[config.mk]
export PLATFORM = sky130hd
export DESIGN_NAME = bba_ctrl
export DESIGN_NICKNAME = d
export VERILOG_FILES = /design/src/rtl/core/bba_pkg.sv /design/src/rtl/core/bba_ctrl.sv
export SDC_FILE = /design/constraint.sdc
export NUM_CORES = 1
export LEC_CHECK = 0
export BUFFER_PORTS_ARGS = -buffer_cell sky130_fd_sc_hd__buf_4
export CORE_MARGIN = 1
export CORE_UTILIZATION = 38
export CTS_CLUSTER_DIAMETER = 80
export DETAILED_ROUTE_END_ITERATION = 8
export PLACE_DENSITY = 0.7
export SLEW_MARGIN = 25
export SYNTH_ARGS = -nofsm -noshare
export SYNTH_HDL_FRONTEND = slang
export SYNTH_SLANG_ARGS = --single-unit
[constraint.sdc]
create_clock -name aclk -period 4.7 [get_ports aclk]
set_clock_uncertainty 0.05 [all_clocks]
set_input_delay 0.235 -clock aclk [delete_from_list [all_inputs] [get_ports aclk]]
set_output_delay 0.235 -clock aclk [all_outputs]
set_load 0.01 [all_outputs]
[src/rtl/core/bba_pkg.sv]
`timescale 1ns / 1ps

package bba_pkg;

    // Pool geometry. The pool size must be a power of two.
    localparam int POOL_UNITS = 1024;
    localparam int POOL_LOG   = $clog2(POOL_UNITS);
    localparam int ADDR_W     = POOL_LOG + 1;
    localparam int TREE_SLOTS = 2 ** ADDR_W;

    // Field widths of the stream payloads.
    localparam int REQ_W     = 11;
    localparam int TAG_W     = 8;
    localparam int OFF_W     = 10;
    localparam int SIZE_W    = 11;
    localparam int WASTE_W   = 9;
    localparam int RES_W     = 1 + OFF_W + SIZE_W + WASTE_W;
    localparam int S_TDATA_W = ((REQ_W + TAG_W + 7) / 8) * 8;
    localparam int M_TDATA_W = ((RES_W + 7) / 8) * 8;

    // Level counters must hold the tree height and the log of any request.
    localparam int LOG_MAX = (POOL_LOG > REQ_W) ? POOL_LOG : REQ_W;
    localparam int LVL_W   = $clog2(LOG_MAX + 2);

    typedef logic [1:0] node_st_t;
    localparam node_st_t ST_FREE  = 2'd0;
    localparam node_st_t ST_SPLIT = 2'd1;
    localparam node_st_t ST_USED  = 2'd2;

    typedef enum logic [1:0] {
        MV_HOLD,
        MV_ROOT,
        MV_DOWN,
        MV_SKIP
    } move_t;

    typedef enum logic [1:0] {
        WR_NONE,
        WR_FREE,
        WR_SPLIT,
        WR_USED
    } wr_t;

    typedef struct packed {
        logic  load_in;
        logic  clr_step;
        move_t move;
        wr_t   wr;
        logic  load_out;
        logic  out_ok;
    } dp_cmd_t;

    typedef struct packed {
        logic     clr_last;
        logic     too_big;
        node_st_t node_st;
        logic     at_need;
        logic     skip_end;
    } dp_stat_t;

    // Ceiling log2 of a nonzero request: the bit length of (r - 1).
    function automatic logic [LVL_W-1:0] need_log_f(input logic [REQ_W-1:0] r);
        logic [REQ_W-1:0] m;
        logic [LVL_W-1:0] res;
        m   = r - REQ_W'(1);
        res = '0;
        for (int i = 0; i < REQ_W; i++) begin
            if (m[i]) begin
                res = LVL_W'(i + 1);
            end
        end
        return res;
    endfunction

    // Number of trailing zeros; the lowest set bit wins.
    function automatic logic [LVL_W-1:0] tz_f(input logic [ADDR_W:0] v);
        logic [LVL_W-1:0] res;
        res = '0;
        for (int i = ADDR_W; i >= 0; i--) begin
            if (v[i]) begin
                res = LVL_W'(i);
            end
        end
        return res;
    endfunction

endpackage

[src/rtl/core/bba_ctrl.sv]
`timescale 1ns / 1ps

module bba_ctrl import bba_pkg::*; (
    input  logic     aclk,
    input  logic     aresetn,
    input  logic     s_tvalid,
    output logic     s_tready,
    output logic     m_tvalid,
    input  logic     m_tready,
    input  dp_stat_t stat,
    output dp_cmd_t  cmd
);

    typedef enum logic [4:0] {
        S_CLEAR  = 5'b00001,
        S_IDLE   = 5'b00010,
        S_SEARCH = 5'b00100,
        S_MARK   = 5'b01000,
        S_FINISH = 5'b10000
    } state_t;

    state_t state_reg, state_next;
    logic   ok_reg, ok_next;
    logic   m_valid_reg, m_valid_next;

    always_comb begin
        state_next   = state_reg;
        ok_next      = ok_reg;
        cmd          = '0;
        cmd.move     = MV_HOLD;
        cmd.wr       = WR_NONE;

        case (state_reg)
            S_CLEAR: begin
                cmd.clr_step = 1'b1;
                cmd.wr       = WR_FREE;
                if (stat.clr_last) begin
                    state_next = S_IDLE;
                end
            end
            S_IDLE: begin
                if (s_tvalid) begin
                    cmd.load_in = 1'b1;
                    if (stat.too_big) begin
                        ok_next    = 1'b0;
                        state_next = S_FINISH;
                    end else begin
                        cmd.move   = MV_ROOT;
                        state_next = S_SEARCH;
                    end
                end
            end
            S_SEARCH: begin
                if (stat.node_st == ST_FREE) begin
                    if (stat.at_need) begin
                        cmd.wr     = WR_USED;
                        ok_next    = 1'b1;
                        state_next = S_FINISH;
                    end else begin
                        cmd.wr     = WR_SPLIT;
                        cmd.move   = MV_DOWN;
                        state_next = S_MARK;
                    end
                end else if (stat.node_st == ST_SPLIT && !stat.at_need) begin
                    cmd.move = MV_DOWN;
                end else if (stat.skip_end) begin
                    ok_next    = 1'b0;
                    state_next = S_FINISH;
                end else begin
                    cmd.move = MV_SKIP;
                end
            end
            S_MARK: begin
                if (stat.at_need) begin
                    cmd.wr     = WR_USED;
                    ok_next    = 1'b1;
                    state_next = S_FINISH;
                end else begin
                    cmd.wr   = WR_SPLIT;
                    cmd.move = MV_DOWN;
                end
            end
            S_FINISH: begin
                if (!m_valid_reg || m_tready) begin
                    cmd.load_out = 1'b1;
                    cmd.out_ok   = ok_reg;
                    state_next   = S_IDLE;
                end
            end
            default: begin
                state_next = S_CLEAR;
            end
        endcase
    end

    always_comb begin
        m_valid_next = m_valid_reg;
        if (cmd.load_out) begin
            m_valid_next = 1'b1;
        end else if (m_tready) begin
            m_valid_next = 1'b0;
        end
    end

    always_ff @(posedge aclk) begin
        if (!aresetn) begin
            state_reg   <= S_CLEAR;
            ok_reg      <= 1'b0;
            m_valid_reg <= 1'b0;
        end else begin
            state_reg   <= state_next;
            ok_reg      <= ok_next;
            m_valid_reg <= m_valid_next;
        end
    end

    assign s_tready = (state_reg == S_IDLE);
    assign m_tvalid = m_valid_reg;

endmodule

; Word level (Yosys, flattened, before mapping)
; Cells that the tools add are included.
[classes]
eq_ne = 13
mux = 34
reduce_logical = 9
[ops]
columns = op, count
row1 = $mux W5, 9
row2 = $pmux W5 S5, 1
row3 = $mux W1, 14
row4 = $mux W2, 7
row5 = $pmux W2 S3, 2
row6 = $ne A2 B2 Y1 const B, 4
row7 = $ne A3 B3 Y1 const B, 2
row8 = $reduce_and A6 Y1, 1
row9 = $eq A5 B1 Y1 const B, 1
row10 = $eq A5 B2 Y1 const B, 1
row11 = $eq A5 B3 Y1 const B, 1
row12 = $eq A5 B4 Y1 const B, 1
row13 = $eq A5 B5 Y1 const B, 1
row14 = $reduce_and A5 Y1, 1
row15 = $pmux W1 S3, 1
row16 = $reduce_bool A3 Y1, 1
row17 = $eq A2 B1 Y1 const B, 1
row18 = $logic_not A1 Y1, 2
row19 = $logic_not A2 Y1, 1
row20 = $ne A2 B1 Y1 const B, 1
row21 = $reduce_bool A2 Y1, 1
row22 = $logic_and A1 B1 Y1, 1
row23 = $logic_or A1 B1 Y1, 1
[totals]
regBits = 7
input_bits = 10
out_inout_bits = 10
elab_cells = 59

; Longest topological paths before layout
[depth]
word_depth = 5
ltp_mapped = 6
ltp_nobuf = 5

; Worst setup path after synthesis
; OpenSTA, ideal clock, no wires.
[synth_path]
path_type = reg2out
from = register state_reg[3]
to = output port cmd[4] in the netlist's numbering
arrival_time_ns = 1.354
setup_slack_ns = 3.061
path_stages_with_launch = 6
path_cell_list = dfxtp_1 clkbuf_8 or3b_4 nor2_1 nand2_1 o32ai_1
[synth_rtl]
columns = item, line_no
row1 = start: declaration, bba_ctrl.sv:22  ; state_t state_reg, state_next;
row2 = start signal: assignment, bba_ctrl.sv:111  ; state_reg <= state_next;
row3 = end: declaration, bba_ctrl.sv:11  ; output dp_cmd_t cmd

==> flow_summary_export.csv <==
group,metric,value,unit
outcome,status,"finished, final reports clean",
timing,slew_headroom,0.729,
setup_path,cp_top_family,"simple AND/OR/NAND/NOR gates",
timing,tns,0,ns
clock_network,post_cts.repair.setup_buffers,0,
finish,ff_latch_area,140,µm²
clock_network,root_buffer,"clkbuf_4",
detailed_routing,drtIter0Drc,25,
detailed_routing,routed.top_layer,"met3",
pwr,p_int,0.140,mW
pwr,comb_power_share,0.401,
floorplan,fp.dieArea,1640,µm²
finish,syn2layout_area_growth,27.6,%
setup_path,cp_slowest_cell,"dfxtp_1",
setup_path,cp_slowest_stage_delay,0.42,ns
clock_network,clockBufferDepth,2,
placed_design,dpl.hpwl,1.06,mm
finish,fin_util,0.538,
timing,final.min_clock_period,1.97,ns
detailed_routing,wl_met2,631,µm
timing,fin_ws,2.73,ns
pwr,pwr-share-seq,0.345,
floorplan,ios,20,
floorplan,die_w,40.5,µm
setup_path,cp-start-kind,"flop",
logic_synthesis,synth_area,562,µm²
pwr,power_density,290,nW/µm²
global_routing,grt_usage,0.183,
setup_path,worst_ep_arrival_time,1.69,ns
clock_network,cts_resized,0,
timing,finalSetupViolCount,0,
detailed_routing,routed_wl,1.32,mm
placed_design,place.gp.congestion,0.796,
clock_network,numCtsBuffers,3,
timing,period_share,0.420,
clock_network,clock-sinks,7,
timing,tightest_slew,0.404,ns
clock_network,clkLatencyLatePin,0.25,ns
global_routing,grt_pass1_wl,1.99,mm
clock_network,cts_hold_buf,0,
timing,fmax,506,MHz
logic_synthesis,yosysWarnings,0,
pwr,switching_share,0.326,
detailed_routing,detail_route.wirelength.met1,622,µm
floorplan,initial_utilization,0.421,
finish,final_cell_mix,"19 x buf_4, 8 x nand2_1, 7 x nor2_1, 7 x dfxtp_1, 4 x nor3_1",
detailed_routing,drc_errors,0,
pwr,switchingPower,0.0678,mW
timing,slew_violations,0,
clock_network,cts_tree,"built",
floorplan,rows,13,
setup_path,worstPathRequired,4.41,ns
logic_synthesis,yosysUniqueCellTypes,33,
setup_path,crit_fanout,7,
finish,diodes,0,
logic_synthesis,seq_area_frac_synth,0.249,
timing,hold_ws,0.170,ns
global_routing,grt-ovfl-total,0,
logic_synthesis,synthCells,71,
global_routing,grt_pass1_vias,488,
clock_network,clkTransAtPathRegs,0.05,ns
finish,largest_reg_flops,5,
placed_design,post-place-ws,3.00,ns
floorplan,dieHeight,40.5,µm
finish,layout-drive-gt1-share,0.330,
placed_design,portBuffers,19,
logic_synthesis,synth.net_count,81,
logic_synthesis,synth.avg_cell_area,7.91,µm²
floorplan,coreArea,1330,µm²
timing,rsz0062_at_grt,"false",
global_routing,grt_max_degree,9,
pwr,max-vdd-ir-drop,0.173,mV
global_routing,grt_antenna_before_repair,0,
pwr,p_clk_frac,0.254,
detailed_routing,routed-wl-met3,68,µm
finish,layout_commonest_cell,"buf_4",
setup_path,critPathBufInv,1,
setup_path,cp-end-kind,"output pin",
setup_path,worstSetupPathType,"flop to output pin",
detailed_routing,final_antenna_net_count,0,
setup_path,crit_chain,"or3b_4 > nor2_1 > nand2_1 > o32ai_1 > buf_4",
detailed_routing,wl_per_cell,12.5,µm
finish,multi_input_area,378,µm²
pwr,p_leak,0.298,nW
logic_synthesis,yosys_register_bits,7,
finish,final_nets,102,
worst_hold_path,hold_path.class,"input port to flop",
detailed_routing,vias_per_cell,5.48,
detailed_routing,dr.pass1.iters,4,
detailed_routing,num_vias,581,
flow_run,drv_cap,0,
timing,hold_violations,0,
finish,fillers,134,
clock_network,htreeDepth,1,
-- cells by family after synthesis --
| family | after synthesis | synth area share |
|---|---|---|
| xor gates and xnor gates | 2 | 0.0312 |
| buffers and inverters | 6 | 0.0779 |
| DFF | 7 | 0.249 |
| AOI/OAI and AO/OA | 19 | 0.261 |
| and+or+nand+nor | 36 | 0.361 |
| muxes | 1 | 0.0200 |
-- Yosys cell counts (all sizes together) --
master  instances  share of area
buf             2          0.033
clkbuf          1          0.024
nand3b          1          0.013
and4b           1          0.018
o211ai          2          0.027
or2b            1          0.016
a21boi          3          0.040
nand3           3          0.027
xnor2           1          0.016
and2            1          0.011
or3             2          0.040
nor2b           3          0.033
nor3            4          0.036
or3b            1          0.020
nand2           8          0.053
o21a            1          0.013
nor2            7          0.047
o21ai           3          0.027
inv             3          0.020
o32a            1          0.018
or2             2          0.022
o32ai           2          0.031
xor2            1          0.016
dfxtp           7           0.25
mux2            1          0.020
o22a            1          0.016
o221a           1          0.036
a21oi           3          0.027
a31oi           1          0.011
nand2b          1          0.011
nor3b           1          0.013
o41ai           1          0.016
-- power by group through the flow --
stage	sequential (mW)	combinational [mW]	clock, mW
6_report	0.0717	0.0835	0.0529
5_1_grt	0.0725	0.0928	0.0574
4_1_cts	0.0715	0.0838	0.0558
3_5_place_dp	0.0727	0.0833	0
3_3_place_gp	0.0722	0.0832	0
2_1_floorplan	0.0710	0.0540	0
-- metrics by stage --
step | power (mW) | area [µm²] | cells
finish | 0.208 | 717 | 106
global route | 0.223 | 717 | 106
CTS | 0.211 | 717 | 106
detailed placement | 0.156 | 691 | 102
global placement | 0.155 | 691 | 102
floorplan | 0.125 | 562 | 71
-- layer usage --
metal | global-route usage | vias up
met4 | 0.0250 | 0
met1 | 0.224 | 267
met3 | 0.0667 | 0
met2 | 0.310 | 16
met5 | 0 | -
li1 | - | 298
-- layout make-up --
cell class | instances | area share
multi-input cells | 58 | 0.527
inverters | 3 | 0.0157
well taps | 15 | 0.0262
clock buffers | 4 | 0.0366
repair buffers | 19 | 0.199
flip-flops and latches | 7 | 0.195
-- worst paths after layout --
| check | startpoint | slack [ns] | cells past startpoint | endpoint |
|---|---|---|---|---|
| setup / recovery | state_reg[1] | 2.73 | 5 | cmd[4] |
| hold / removal | stat[5] | 0.17 | 2 | state_reg[0] |
| setup reg to reg | state_reg[1] | 3.01 | 5 | ok_reg |
| hold reg to reg | ok_reg | 0.47 | 2 | ok_reg |
(Power assumes the default switching activity.)
